$ cat src/sort_merge_key_counts_core_macros.svh
// Assertion macros shared by the sort/merge key count RTL.
// Included by modules that carry concurrent checks; needs no package.
`ifndef SORT_MERGE_KEY_COUNTS_CORE_MACROS_SVH
`define SORT_MERGE_KEY_COUNTS_CORE_MACROS_SVH

// Same-cycle implication, checked outside reset.
`define SMKC_ASSERT_NOW(label, clk, rst, ante, cons, msg) \
  label: assert property (@(posedge clk) disable iff (rst) (ante) |-> (cons)) \
    else $error(msg);

// Next-cycle implication, checked outside reset.
`define SMKC_ASSERT_NEXT(label, clk, rst, ante, cons, msg) \
  label: assert property (@(posedge clk) disable iff (rst) (ante) |=> (cons)) \
    else $error(msg);

`endif

$ cat src/smkc_pkg.sv
// Shared types and constants for the sort/merge key count block.
// No dependencies; imported by smkc_cell and sort_merge_key_counts_core.
`default_nettype none

package smkc_pkg;

  // Fixed port field widths.
  localparam int KEY_W       = 64;
  localparam int COUNT_W     = 8;

  // Storage sizing.
  localparam int CAPACITY    = 64;
  localparam int KEY_BITS    = 64;
  localparam int COUNT_BITS  = 8;

  // Saturation ceiling of a stored count.
  localparam logic [COUNT_BITS-1:0] COUNT_MAX = {COUNT_BITS{1'b1}};

  // Input beat.
  typedef struct packed {
    logic [KEY_W-1:0]   key;
    logic [COUNT_W-1:0] count;
    logic               batch_end;
  } smkc_in_t;

  // Result beat.
  typedef struct packed {
    logic [KEY_W-1:0]   out_key;
    logic [COUNT_W-1:0] out_count;
    logic               final_entry;
    logic               overflow;
  } smkc_out_t;

  // Contents of one cell of the sorted chain.
  typedef struct packed {
    logic                  valid;
    logic [KEY_BITS-1:0]   key;
    logic [COUNT_BITS-1:0] count;
  } smkc_entry_t;

  // Broadcast control from the top level to every cell.
  typedef struct packed {
    logic                  merge;  // an input beat is being merged this cycle
    logic                  hit;    // some cell already holds the key
    logic                  full;   // the last cell is occupied
    logic                  emit;   // shift toward cell 0 to stream results
    logic [KEY_BITS-1:0]   key;
    logic [COUNT_BITS-1:0] count;
  } smkc_ctrl_t;

endpackage

`default_nettype wire

$ cat src/smkc_cell.sv
// One cell of the sorted key chain: compares, merges and shifts one entry.
// Depends on smkc_pkg for the entry and control types.
`default_nettype none

module smkc_cell (
  input  wire                  clk,
  input  wire                  rst,
  input  smkc_pkg::smkc_ctrl_t  ctrl,
  input  smkc_pkg::smkc_entry_t left_entry,
  input  wire                  left_lt,
  input  smkc_pkg::smkc_entry_t right_entry,
  output smkc_pkg::smkc_entry_t entry,
  output logic                 lt,
  output logic                 eq
);
  import smkc_pkg::*;

  logic [COUNT_BITS:0]   sum;
  logic [COUNT_BITS-1:0] sat_count;
  smkc_entry_t           entry_next;

  // Compare the stored key with the broadcast key.
  assign lt = entry.valid && (entry.key < ctrl.key);
  assign eq = entry.valid && (entry.key == ctrl.key);

  // Saturating add of the incoming count.
  assign sum       = {1'b0, entry.count} + {1'b0, ctrl.count};
  assign sat_count = sum[COUNT_BITS] ? COUNT_MAX : sum[COUNT_BITS-1:0];

  // Next contents: merge in place, insert or open a slot by shifting right, or drain left.
  always_comb begin
    entry_next = entry;
    if (ctrl.emit) begin
      entry_next = right_entry;
    end else if (ctrl.merge) begin
      if (ctrl.hit) begin
        if (eq) begin
          entry_next.count = sat_count;
        end
      end else if (!ctrl.full && !lt) begin
        if (left_lt) begin
          entry_next.valid = 1'b1;
          entry_next.key   = ctrl.key;
          entry_next.count = ctrl.count;
        end else begin
          entry_next = left_entry;
        end
      end
    end
  end

  // Valid is control state; key and count need no reset.
  always_ff @(posedge clk) begin
    entry.key   <= entry_next.key;
    entry.count <= entry_next.count;
    if (rst) begin
      entry.valid <= 1'b0;
    end else begin
      entry.valid <= entry_next.valid;
    end
  end

endmodule

`default_nettype wire

$ cat config.mk
export PLATFORM = sky130hd
export DESIGN_NAME = smkc_cell
export DESIGN_NICKNAME = d
export VERILOG_FILES = /design/src/sort_merge_key_counts_core_macros.svh /design/src/smkc_pkg.sv /design/src/smkc_cell.sv
export SDC_FILE = /design/constraint.sdc
export NUM_CORES = 1
export LEC_CHECK = 0
export ABC_AREA = 1
export BUFFER_PORTS_ARGS = -buffer_cell sky130_fd_sc_hd__buf_2
export CAP_MARGIN = 20
export CORE_AREA = 2 2 115 117
export CTS_CLUSTER_DIAMETER = 100
export DETAILED_ROUTE_END_ITERATION = 12
export DIE_AREA = 0 0 117 119
export PLACE_DENSITY = 0.87
export REMOVE_ABC_BUFFERS = 1
export SLEW_MARGIN = 20
export SYNTH_ARGS = -nofsm -noshare
export SYNTH_HDL_FRONTEND = slang
export SYNTH_SLANG_ARGS = --single-unit
$ cat constraint.sdc
create_clock -name clk -period 8.4 [get_ports clk]
set_input_delay 0 -clock clk [delete_from_list [all_inputs] [get_ports clk]]
set_output_delay 0 -clock clk [all_outputs]
set_load 0.005 [all_outputs]
Word level (Yosys, flattened, before mapping)
Cells that the tools add are included.
{ "op_classes": {"n_lt_le_gt_ge": 1, "eq_ne": 3, "muxes": 8, "n_addsub": 1, "n_reduce_logical": 10} }
{ "ops": {"columns": ["operator", "count"], "rows": [
  ["2-to-1 mux 73 bit", 4],
  ["2-to-1 mux 65 bit", 1],
  ["equality test 64 bit", 1],
  ["less-than comparator 64 bit", 1],
  ["2-to-1 mux 8 bit", 3],
  ["adder 8 x 8 -> 9 bit", 1],
  ["AND reduction 3 bit", 2],
  ["nonzero test 2 bit", 2],
  ["logical AND 1 bit", 3],
  ["inequality test 3 x 2 -> 1 bit (second input constant)", 1],
  ["nonzero test 3 bit", 1],
  ["zero test 1 bit", 2],
  ["inequality test 2 bit (second input constant)", 1]
]} }
{ "totals": {"in_bits": 225, "output_inout_bits": 75, "ff_bits": 73, "word_cells": 26} }

Depth between registers and ports, before layout
Gate-level depths: netlist (run 1).
{ "depth": {"ltp_word": 8, "ltp_mapped": 17, "ltp_nobuf": 17} }

Least setup slack after synthesis (run 1)
No wires, ideal clock.
{ "synth_timing": {"path_kind": "register to register", "startpoint": "register entry[63] (netlist bit)", "endpoint": "register entry[10] (netlist bit), enable pin", "path_buffers": 0, "path_slack_ns": 5.173, "setup_ns": 0.424, "synth_period_minus_slack_ns": 3.227, "path_stages_with_launch": 12, "arrival_ns": 2.804, "t_required_ns": 7.976, "path_cell_list": "edfxtp_1 > ha_1 > nand2_2 > nor2_4 > nand2_2 > nor2_2 > nand2_1 > nor2_2 > nand2_1 > nand4_2 > nand2_2 > nand2_1"} }
{ "synth_between": {"elab_chain_cells": 6} }
{ "synth_lines": {"columns": ["element", "line_no", "source"], "rows": [
  ["from (decl)", "smkc_cell.sv:12", "output smkc_pkg::smkc_entry_t entry,"],
  ["less-than comparator 64 bit", "smkc_cell.sv:23", "assign lt = entry.valid && (entry.key < ctrl.key);"],
  ["logical AND 1 bit", "smkc_cell.sv:23", null],
  ["zero test 1 bit", "smkc_cell.sv:40", "end else if (!ctrl.full && !lt) begin"],
  ["logical AND 1 bit", "smkc_cell.sv:40", null],
  ["nonzero test 2 bit (no line)", null, null],
  ["AND reduction 3 bit (no line)", null, null]
]} }
Every way passes these cells.
A chain may end at the register's enable or synchronous reset.

Worst setup path after layout (run 1)
{ "layout_timing": {"startpoint": "register entry[55] (netlist bit)", "endpoint": "register entry[56] (netlist bit), enable pin"} }
The elaborated chain is that of the path after synthesis.

==> flow_results.org, run 1 <==
** Status
- The run finished with clean final reports.

** Yosys
- Synthesized-area fraction occupied by adder cells :: 0.158
- Each instance of the synthesized netlist takes up on average 7.61 um2.
- Number of warnings printed during yosys synthesis :: 0
- Counting flops and latches in the post-synthesis netlist gives 73.
- Synthesis handed over a netlist of 767 instances.
- Portion of the post-synthesis area used by sequential elements :: 0.374
- Multiplexer share of the synthesized area :: 0
- Among all flip-flop cells after synthesis, the most frequent one is edfxtp_1.
- Of the total synthesized cell area, the portion taken by XOR and XNOR cells is 0.00751.
- In this run, synthesis inferred 72 flip-flops with an integrated enable.
- In this run the cell area of the synthesized design comes to 0.00583 mm2.
- Post-synthesis async set-or-reset flop share :: 0
- Of the total synthesized cell area, the portion taken by AND, OR, NAND and NOR gates is 0.200.
- By area, the combinational part of the netlist is dominated by simple AND/OR/NAND/NOR gates.
- The area fraction in compound gates after synthesis came to 0.174.
- Post-synthesis cell type count :: 34

** Layout
- Synthesis-to-finish area growth :: 39.8%
- Summing all multi-input logic gate instances after layout gives 0.00315 mm2.
- In the final layout, the share of cells above drive strength 1 is 0.300.
- The largest registers in the layout are entry (73).
- Storage cell area :: 0.00218 mm2
- With fillers left out, the area of the finished cells amounts to 0.00815 mm2.
- Counting flops per register, the top entry is entry.
- The register with the most flip-flops in the layout has 73 of them.
- In the final design database the tool counted 1389 nets.
- Count of filler cells inserted in the layout :: 1068
- Count of placed standard cells in the final layout, fillers left out :: 1273

** GRT
- Via count of the first global-routing pass :: 6330
- Global Route met1 Usage :: 0.293
- The layer flagged by global routing as most heavily used is met2.
- In the global route stage, met3 resource usage came out at 0.0494.
- Pin count of the biggest net entering global routing :: 77
- Global-route wire length before repair :: 28800 um
- GRT Resource Usage Total :: 0.263
- The initial antenna violation count was 1.
- For met2 alone, demand over resource in global routing was 0.480.
- Congestion Overflow GR :: 0

** STA
- Peak Freq :: 365 MHz
- Setup violations remaining at the end of the flow were counted as 0.
- The total count of max-transition violations in the final report came to 0.
- In this run the tightest slew margin relative to its limit is 0.409.
- Subtracting the final worst setup slack from the clock period gives 2.74 ns.
- Setup Skew :: 0.00949 ns
- Dividing the final minimum period by the clock period gives 0.327.
- Final worst slack :: 5.66 ns
- The number of hold violations in the final report was 0.
- For the pin with the worst max-slew slack, the measured transition is 0.887 ns.
- Sum Neg Setup Slack :: 0 ns
- RSZ-0062 raised after global routing :: false

** Clock network
- Bufs on Longest Clock Path :: 2
- TritonCTS built the clock tree.
- Clock-pin slew of the registers on the worst-case setup and hold paths :: 0.06 ns
- In this run, post-CTS repair resized a total of 0 instances.
- Post-CTS Setup Repair Bufs :: 0
- The clock net in this run drives a total of 73 sinks.
- The clock tree synthesis step divided the H-tree into 3 levels.
- Clock buffer count from CTS :: 9
- At the later pin of the worst-skew pair, clock insertion delay measures 0.33 ns.
- After clock tree synthesis, the flow added hold-fix buffers numbering 40.
- Clock root cell :: clkbuf_16

** Power and ir drop
- Reg power frac :: 0.397
- Max VDD drop :: 0.0000977 V
- Dividing total power by cell area gives a power density of 142 mW/mm2.
- In this run the static leakage power is 4.25 nW.
- Comb power frac :: 0.286
- Net switching share of the total power :: 0.294
- Of the total power, the clock network draws 0.317.
- Cell-internal power :: 0.819 mW
- The analysis attributes to net switching a power of 0.341 mW.

** Worst setup path
- Most used cell along the critical path :: nand2_1
- Along the worst path, the maximum fanout reaches 64.
- Traced cell by cell, the critical path runs through ha_1 -> nand2_1 -> nor2_1 -> nand2_1 -> nor2_1 -> nand2_1 -> nor2_2 -> nand2_1 -> nand4_2 -> nand2_2 -> nand2_4.
- WP data arrival :: 2.69 ns
- The worst setup path is captured at a flip-flop.
- Worst setup SP type :: flip-flop
- Data on the critical path is required at its endpoint by 8.35 ns.
- Type of the worst setup path :: reg -> reg
- The slowest stage of the critical path is the nand2_4 cell.
- Slowest cell delay on critical path :: 0.67 ns

** Drt
- Vias post-DR :: 6502
- Number of violations reported at the end of detailed-routing iteration 0 :: 484
- Remaining design rule violation count :: 0
- Wire length reported by the detailed router :: 18700 um
- The first detailed-routing pass took 7 iterations.
- Detailed-route vias per instance :: 5.11
- Count of nets left with antenna violations after detail routing :: 0
- Routed wire length per instance :: 14.7 um

** Die
- Height of the chip :: 119 um
- The initial utilization of the core area, before any placement, comes to 0.453.
- The floorplan has 42 rows.
- The core region is 0.0129 mm2.
- The die is 117 um wide.
- The floorplan step defined a die boundary enclosing 0.0139 mm2.
- In this run the count of I/O pins placed on the die edge is 300.

** Placement
- Last weighted congestion value of the routability-driven placer :: 0.913
- Number of cells after detailed placement :: 1216
- Once detailed placement completed, the half-perimeter wirelength came to 13300 um.
- Total of buffers placed on input and output ports :: 299
- Once placement finished, the instance area stood at 0.00747 mm2.
- Post-placement setup slack :: 5.62 ns

** Flow run
- Max-cap violations in this run came to 0.

** Hold path
- The tightest min-delay check is of the in -> reg type.
## metal layers
metal | vias to the layer above | routed length (um)
met5 | - | 0
met4 | 0 | 542
met3 | 52 | 1290
met2 | 317 | 9610
met1 | 2920 | 7250
li1 | 3213 | -
## placed cells by master (no fill, tap or decap)
master,count
nor2_2,2
o211ai_1,9
a21o_1,4
nand2_1,167
o21ai_1,2
nor2_4,1
nand3_2,1
nor2_1,97
inv_1,100
nand2_4,1
clkbuf_8,3
a21o_2,1
clkbuf_1,4
nand3_1,8
nand4_2,1
nand2_2,3
fa_1,1
xor2_1,3
buf_2,299
clkbuf_16,9
buf_4,4
a21boi_0,1
nand3b_1,1
inv_2,3
edfxtp_1,72
and2_1,1
ha_1,72
o21ai_0,18
nor4_4,1
diode_2,1
a221oi_1,1
nor3b_1,1
xnor2_1,2
dlygate4sd3_1,40
a21oi_1,158
nand4_1,4
dfxtp_1,1
## area by class of cell
class | count | area share
clock buffers | 16 | 0.0345
diodes | 1 | 0.000307
multi-input cells | 561 | 0.387
flip-flops and latches | 73 | 0.268
well taps | 176 | 0.0270
inverters | 103 | 0.0474
repair buffers | 343 | 0.236
## logic make-up (layout without fill, tap and decap cells)
group,after synthesis,after routing
buf+inv,133,462
xor+xnor,5,5
other cells,0,1
simple gates,289,289
flops,73,73
fa+ha+maj,73,73
compound gates,194,194
## power by group through the flow
stage                     Clock (mW)  Sequential, mW  Combinational [mW]
final                          0.368           0.460               0.332
after floorplan                    0           0.470               0.161
after detailed placement           0           0.468               0.311
after global placement             0           0.464               0.303
after global routing           0.394           0.464               0.373
after CTS                      0.379           0.460               0.328
## stage by stage
| step | util | total power, mW | hold slack [ns] |
|---|---|---|---|
| after detailed placement | 0.580 | 0.779 | 0.240 |
| after CTS | 0.633 | 1.17 | 0.000883 |
| final | 0.633 | 1.16 | 0.00747 |
| after global routing | 0.633 | 1.23 | 0.0133 |
| after floorplan | - | 0.631 | 0.144 |
| after global placement | 0.580 | 0.768 | 0.239 |
## path summary, 6_finish.rpt
kind | slack [ns] | cells after the start | startpoint | end
worst max-delay path | 5.66 | 11 | entry[55]$_DFFE_PP_ | entry[56]$_DFFE_PP_
worst min-delay path | 0.007 | 3 | right_entry[9] | entry[9]$_DFFE_PP_
worst max register to register | 5.66 | 11 | entry[55]$_DFFE_PP_ | entry[56]$_DFFE_PP_
worst min register to register | 0.63 | 4 | entry[72]$_SDFFE_PP0P_ | entry[72]$_SDFFE_PP0P_
## critical path: cells and delay by family, from the launching register on
kind | cells | cell delay, ns
adder cells (fa/ha/maj) | 1 | 0.32
AND/OR/NAND/NOR | 10 | 1.59
flip-flops | 1 | 0.41
## cell usage after synthesis, drive strengths merged, types with 2 or more instances
cell / count / area (um2)
nand2: 171 / 649
a21oi: 158 / 791
inv: 102 / 383
nor2: 100 / 388
edfxtp: 72 / 2160
ha: 72 / 901
clkbuf: 24 / 90.1
o21ai: 20 / 100
nand3: 9 / 50.1
o211ai: 9 / 67.6
buf: 6 / 28.8
a21o: 5 / 38.8
nand4: 5 / 37.5
xor2: 3 / 26.3
xnor2: 2 / 17.5
Note: power is estimated with default switching activity, not from simulation.
==> inputs of run 2 (changes only) <==
--- a/config.mk
+++ b/config.mk
@@ -5,14 +5,14 @@
 export SDC_FILE = /design/constraint.sdc
 export NUM_CORES = 1
 export LEC_CHECK = 0
-export ABC_AREA = 1
+export ABC_AREA = 0
 export BUFFER_PORTS_ARGS = -buffer_cell sky130_fd_sc_hd__buf_2
 export CAP_MARGIN = 20
-export CORE_AREA = 2 2 115 117
+export CORE_AREA = 2 2 121 123
 export CTS_CLUSTER_DIAMETER = 100
 export DETAILED_ROUTE_END_ITERATION = 12
-export DIE_AREA = 0 0 117 119
-export PLACE_DENSITY = 0.87
+export DIE_AREA = 0 0 123 125
+export PLACE_DENSITY = 0.83
 export REMOVE_ABC_BUFFERS = 1
 export SLEW_MARGIN = 20
 export SYNTH_ARGS = -nofsm -noshare
==> constraint.sdc (replaced) <==
create_clock -name clk -period 2.4 [get_ports clk]
set_input_delay 0 -clock clk [delete_from_list [all_inputs] [get_ports clk]]
set_output_delay 0 -clock clk [all_outputs]
set_load 0.005 [all_outputs]
==> flow_results.org, run 2 <==
** Worst setup path
- In this run the worst path has a maximum fanout of 13.
- The number of buffers and inverters on the critical path is 3.
- Nature of the critical path endpoint :: flip-flop
- Critical path's slowest cell :: edfxtp_1
- The kind of cell with the highest combined delay along the critical path is simple AND/OR/NAND/NOR gates.
- Type of the worst setup path :: reg -> reg
- Slowest cell delay on critical path :: 0.44 ns
- STA classifies the critical path startpoint as a flip-flop.
- At the worst endpoint, the required time is 2.45 ns.
- The cell that appears most often on the critical path is nand4_1.
- The critical path goes through ha_4 -> nand4_1 -> nor4_2 -> buf_4 -> nand4_1 -> a31oi_2 -> nor3_4 -> a31oi_4 -> buf_6 -> clkbuf_16.
- For the worst setup path, the data arrival time is 2.76 ns.

** Yosys
- Post-synth EDFFs :: 72
- During synthesis, Yosys emitted a total of 0 warnings.
- Largest area contributor in the netlist :: edfxtp_1
- Share of the synthesized area in the top cell type :: 0.375
- Of the synthesized area, sequential elements account for 0.378.
- Cell Area, Synth :: 0.00577 mm2
- After synthesis the netlist holds a flip-flop and latch count of 73.
- Of all flip-flops after synthesis, the portion carrying an async set or reset was 0.
- Most used DFF post-synth :: edfxtp_1
- Post-synthesis cell type count :: 49
- Among all cell types in the netlist, the one instantiated most often is nand2_1.
- In this run the mean area of a mapped cell was 9.48 um2.
- After synthesis, the cell types taking the most area are edfxtp_1 (37%), ha_1 (16%), mux2i_1 (12%).
- Counting every instance in the synthesized netlist gives 609.
- Commonest cells in the synthesized netlist :: nand2_1 (88), o21ai_0 (80), edfxtp_1 (72), ha_1 (72), inv_1 (72)

** Clock network
- No sink is reached through more buffers than the 2 on the longest clock path.
- Clock-pin slew of the registers on the worst-case setup and hold paths :: 0.06 ns
- Clock Sinks :: 73
- Clock tree synthesis selected as its root buffer the cell clkbuf_16.
- Counting the buffers created by CTS gives 9.
- TritonCTS built the clock tree.
- In this run the number of H-tree levels came out at 3.
- The clock reaches the later pin of the worst-skew pair after 0.34 ns.

** Layout
- Compared with the post-synthesis result, the final layout area differs by 59.5%.
- In the final layout, the share of cells above drive strength 1 is 0.402.
- Max reg flops :: 73
- The library cell used most frequently in the layout, excluding fill and tap cells, is buf_2.
- Area used by multi-input combinational logic :: 0.00346 mm2
- Most frequent cells in the layout :: buf_2 (295), nand2_1 (86), o21ai_0 (78), inv_1 (72), edfxtp_1 (72)
- The layout has 1090 filler cells.
- Across the whole layout, storage elements account for 0.00218 mm2.
- The register with the most flip-flops in the final layout is entry.
- In the final layout, the registers with the most flip-flops are entry (73).
- For this run, the post-layout net count is 1316.

** Drt
- The routed layout has 6303 vias.
- For this run, the detailed router's first-pass iteration total came to 5.
- Number of violations reported at the end of detailed-routing iteration 0 :: 271
- Wire length reported by the detailed router :: 20400 um
- For this run, design rule violations remaining after detail routing come to 0.
- Count of nets left with antenna violations after detail routing :: 0
- After detailed routing, the number of vias per cell comes to 5.21.
- Routed wire length per instance :: 16.8 um

** Status
- Status :: finished with violations
- The checks that failed: negative hold slack, negative setup slack.

** Hold path
- Hold WC Path Type :: in -> reg

** STA
- Setup repair after global routing could not meet its margin everywhere.
- In this run the tightest slew margin relative to its limit is 0.332.
- For the pin with the worst max-slew slack, the measured transition is 1.00 ns.
- Slew Viols, Final :: 0
- Final worst slack :: -0.310 ns
- Of the available clock period, the critical path in the final layout requires 1.13.
- On the final layout, the worst hold slack is -0.00317 ns.
- The number of hold violations in the final report came to 1.
- Final setup violating endpoints :: 74
- Peak Freq :: 369 MHz
- Sum Neg Setup Slack :: -21.12 ns
- Setup Skew :: 0.00872 ns
- Final Critical Period :: 2.71 ns

** Placement
- At the end of routability-driven placement, the weighted congestion stood at 0.842.
- Total half-perimeter wirelength after legalization and detailed placement :: 13900 um
- Timing analysis after detailed placement gives a worst setup slack of -0.314 ns.
- Total of buffers placed on input and output ports :: 299

** Power and ir drop
- Total power per unit cell area :: 506 mW/mm2
- Cell-internal power :: 3.35 mW
- Static power due to leakage :: 4.65 nW
- Across the VDD grid, the largest voltage drop is 0.000277 V.
- Net switching share of the total power :: 0.282
- The share of total power dissipated in the clock network is 0.332.
- Reg power frac :: 0.354
- Comb power frac :: 0.314
- The analysis attributes to net switching a power of 1.31 mW.

** Die
- In this run the standard cell core region covers 0.0142 mm2.
- Die footprint :: 0.0154 mm2
- Starting utilization of the core area :: 0.406
- During I/O placement, the number of pins put on the boundary was 300.
- Height of the chip :: 125 um
- The floorplan has 44 rows.
- In this run the horizontal extent of the chip is 123 um.

** Flow run
- Max Cap Violations :: 0

** GRT
- The first global-routing pass estimated 29700 um of wire.
- The initial antenna violation count is 3.
- Congestion Overflow GR :: 0
- For this run, the total global-route usage over all layers was measured as 0.248.
- Entering global routing, the biggest net connects 141 pins.
- Via count of the first global-routing pass :: 6415
[run 2: worst paths after layout]
check	from	to	slack, ns	depth (start not counted)
setup / recovery	entry[39]$_DFFE_PP_	entry[47]$_DFFE_PP_	-0.31	10
hold / removal	right_entry[59]	entry[59]$_DFFE_PP_	-0.003	3
setup reg to reg	entry[39]$_DFFE_PP_	entry[47]$_DFFE_PP_	-0.31	10
hold reg to reg	entry[72]$_SDFFE_PP0P_	entry[72]$_SDFFE_PP0P_	0.72	2
[run 2: stage by stage]
step	area, um2	power (mW)	instances	util
after floorplan	5670	2.22	583	-
after global placement	7780	2.84	1110	0.548
after detailed placement	7780	2.89	1110	0.548
after CTS	8910	4.56	1197	0.627
after global routing	9210	4.88	1209	0.648
final	9210	4.66	1210	0.648
[run 2: kinds of logic after synthesis]
| kind of cell | share of synthesized area |
|---|---|
| buf+inv | 0.0648 |
| xor+xnor | 0.00607 |
| flops | 0.378 |
| simple gates | 0.110 |
| mux | 0.124 |
| compound gates | 0.157 |
| fa+ha+maj | 0.160 |
[run 2: final cells by class]
| type | instances | area share |
|---|---|---|
| Timing Repair Buffer | 424 | 0.296 |
| Inverter | 72 | 0.0293 |
| Clock buffer | 10 | 0.0249 |
| Multi-Input combinational cell | 438 | 0.376 |
| Clock inverter | 6 | 0.0115 |
| Tap cell | 184 | 0.0250 |
| Sequential cell | 73 | 0.237 |
| Antenna cell | 3 | 0.000815 |
[run 2: worst reg2reg max path, cell delays in order, from the launching register on]
cell	delay (ns)
edfxtp_1	0.44
ha_4	0.30
nand4_1	0.15
nor4_2	0.34
buf_4	0.16
nand4_1	0.16
a31oi_2	0.24
nor3_4	0.07
a31oi_4	0.21
buf_6	0.17
clkbuf_16	0.18
[run 2: repair_timing]
action                                  4_1_cts  5_1_grt
gates resized for setup                      17       27
pin swaps                                     4       18
hold buffers                                 66        0
endpoints found under the setup margin       75       82
cloned                                        0        3
setup buffers                                 5        8
hold endpoints to repair                     66        0
[run 2: per-layer routing]
metal | track usage | vias up | routed length [um]
met2 | 0.460 | 302 | 10500
met4 | 0.140 | 0 | 987
met1 | 0.252 | 2901 | 7540
met3 | 0.0529 | 79 | 1290
met5 | 0 | - | 0
li1 | - | 3021 | -
[run 2: power groups by stage]
stage | Clock [mW] | Sequential (mW) | Combinational [mW]
final | 1.55 | 1.65 | 1.47
after global routing | 1.61 | 1.66 | 1.61
after CTS | 1.57 | 1.64 | 1.35
after detailed placement | 0 | 1.66 | 1.22
after global placement | 0 | 1.65 | 1.19
after floorplan | 0 | 1.67 | 0.549
==> inputs of run 3 (changes only) <==
--- a/config.mk
+++ b/config.mk
@@ -5,10 +5,11 @@
 export SDC_FILE = /design/constraint.sdc
 export NUM_CORES = 1
 export LEC_CHECK = 0
-export ABC_AREA = 0
+export ABC_AREA = 1
 export BUFFER_PORTS_ARGS = -buffer_cell sky130_fd_sc_hd__buf_2
 export CAP_MARGIN = 20
 export CORE_AREA = 2 2 121 123
+export CTS_BUF_LIST = sky130_fd_sc_hd__clkbuf_16
 export CTS_CLUSTER_DIAMETER = 100
 export DETAILED_ROUTE_END_ITERATION = 12
 export DIE_AREA = 0 0 123 125
==> flow_results.org, run 3 (synthesis results as in run 1) <==
** Status
- The checks that failed: negative hold slack.
- Status :: finished with violations

** Clock network
- The H-tree was split into 3 levels.
- Insertion delay of the later-clocked pin in the worst-skew pair :: 0.34 ns
- Clock-pin slew of the registers on the worst-case setup and hold paths :: 0.06 ns
- The number of clock buffers added by TritonCTS is 9.
- Counting along the longest clock path gives a buffer depth of 2.
- Clock tree synthesis selected as its root buffer the cell clkbuf_16.
- TritonCTS built the clock tree.
- Clock Sinks :: 73

** Worst setup path
- STA classifies the critical path startpoint as a flip-flop.
- Largest fanout on the critical path :: 12
- Worst endpoint required time :: 2.50 ns
- The critical path is of the reg -> reg type.
- WP data arrival :: 2.38 ns
- Nature of the critical path endpoint :: flip-flop

** Drt
- In the routed design, unresolved DRC markers number 0.
- Before antenna repair, the detailed router went through 5 iterations.
- Count of nets left with antenna violations after detail routing :: 0
- Number of violations reported at the end of detailed-routing iteration 0 :: 335
- Wires add up to 19200 um.
- Vias post-DR :: 6476
- In the final routed layout, each cell accounts on average for 14.8 um.
- Detailed-route vias per instance :: 5.00

** Die
- In this run the horizontal extent of the chip is 123 um.
- For this configuration, the core starts out at a cell density of 0.411.
- Core area :: 0.0142 mm2
- Total number of placement rows :: 44
- Height of the chip :: 125 um
- During I/O placement, the number of pins put on the boundary was 300.
- The die covers 0.0154 mm2.

** Power and ir drop
- Max VDD drop :: 0.000281 V
- Power spread over the standard cell area amounts to 525 mW/mm2.
- Static power due to leakage :: 4.40 nW

** GRT
- Congestion Overflow GR :: 0
- Via count of the first global-routing pass :: 6458
- Global-route wire length before repair :: 29600 um
- The initial antenna violation count is 1.
- Pin count of the biggest net entering global routing :: 75
- GRT Resource Usage Total :: 0.244

** STA
- In this run the tightest slew margin relative to its limit is 0.456.
- Final-report hold violation count :: 2
- Worst Max-Slew Pin Slew :: 0.816 ns
- Final worst slack :: 0.121 ns
- On the final layout, the worst hold slack is -0.00866 ns.
- Slew Viols, Final :: 0
- Setup repair after global routing could not meet its margin everywhere.
- Peak Freq :: 439 MHz
- Crit share post-route :: 0.950
- Setup violations remaining at the end of the flow were counted as 0.
- Across the routed clock network, the largest skew measured is 0.00406 ns.
- Final Critical Period :: 2.28 ns

** Layout
- Share of layout cells above drive strength 1 :: 0.314
- Most frequent cells in the layout :: buf_2 (299), nand2_1 (167), a21oi_1 (157), inv_1 (100), nor2_1 (95)
- Biggest registers after layout :: entry (73)
- Count of placed standard cells in the final layout, fillers left out :: 1296
- Net count, final :: 1404
- Max reg flops :: 73
- Largest register by flop count :: entry
- Synthesis-to-finish area growth :: 45.7%
- Most common cell after layout, fill and taps aside :: buf_2

** Placement
- Timing analysis after detailed placement gives a worst setup slack of 0.110 ns.
- Summed over all nets, the half-perimeter wirelength after detailed placement is 13900 um.
- Total of buffers placed on input and output ports :: 299
- Last weighted congestion value of the routability-driven placer :: 0.867
- Number of cells after detailed placement :: 1231

** Hold path
- Hold WC Path Type :: in -> reg

** Flow run
- Max Cap Violations :: 0
==> run 3: cell count changes in the layout (fill, tap and decap cells not counted), moves of 9 or more <==
cell,before,now
a21oi_1,29,157
ha_4,11,2
a21o_1,14,4
buf_4,49,10
dlygate4sd3_1,66,43
o21ai_0,78,18
nand2_1,86,167
ha_1,60,70
nor2_1,10,95
mux2i_1,70,0
inv_1,72,100
==> run 3: cell type report <==
type	instances	area, um2
inverters	103	387
fillers	1243	5710
clock buffers	9	225
flip-flops and latches	73	2180
multi-input cells	561	3210
repair buffers	358	2130
clock inverters	7	133
well taps	184	230
diodes	1	2.50
==> run 3: worst max-delay path, stage by stage, from the launching register on <==
cell and delay (ns):
edfxtp_1 0.42, ha_1 0.33, a21oi_2 0.15, o21ai_0 0.09, a21oi_1 0.24, nand2_1 0.13, nand2_1 0.08, nand4_2 0.13
nand2_4 0.15, nand2_8 0.10, clkbuf_16 0.21
==> run 3: final timing paths <==
path / to / depth (start not counted) / slack (ns) / start
max: entry[70]$_DFFE_PP_ / 10 / 0.12 / entry[19]$_DFFE_PP_
min reg2reg: entry[72]$_SDFFE_PP0P_ / 4 / 0.65 / entry[72]$_SDFFE_PP0P_
max reg2reg: entry[70]$_DFFE_PP_ / 10 / 0.12 / entry[19]$_DFFE_PP_
min: entry[54]$_DFFE_PP_ / 3 / -0.009 / right_entry[54]
==> run 3: stage by stage <==
stage | power, mW | area [um2] | utilization | hold slack (ns) | TNS (ns)
3_3_place_gp | 2.72 | 7580 | 0.534 | 0.235 | 0
2_1_floorplan | 2.21 | 5710 | - | 0.144 | -52.95
3_5_place_dp | 2.75 | 7580 | 0.534 | 0.245 | 0
6_report | 4.46 | 8500 | 0.598 | -0.00866 | 0
5_1_grt | 4.71 | 8490 | 0.598 | 0.00691 | -0.220
4_1_cts | 4.46 | 8370 | 0.589 | 0.000123 | 0
==> run 3: per-layer routing <==
layer  vias to the layer above  wire length [um]  part of all wire  global-route usage
li1                       3233                 -                 -                   -
met1                      2893              7480              0.39               0.269
met2                       299              9650              0.50               0.437
met3                        51              1400             0.073              0.0534
met4                         0               652             0.034               0.120
met5                         -                 0                 0                   0
==> run 3: report_power, final <==
group | total (mW) | leakage, nW | switching, mW | internal, mW
Clock | 1.64 | 0.174 | 0.525 | 1.11
Sequential | 1.61 | 0.713 | 0.0647 | 1.55
Combinational | 1.21 | 3.51 | 0.644 | 0.565
Total | 4.46 | 4.40 | 1.23 | 3.23
==> run 3: repair_timing <==
item	CTS	global route
endpoints found under the setup margin	0	72
hold buffers	43	0
setup buffers	0	3
hold endpoints to repair	42	0
gates resized for setup	0	8
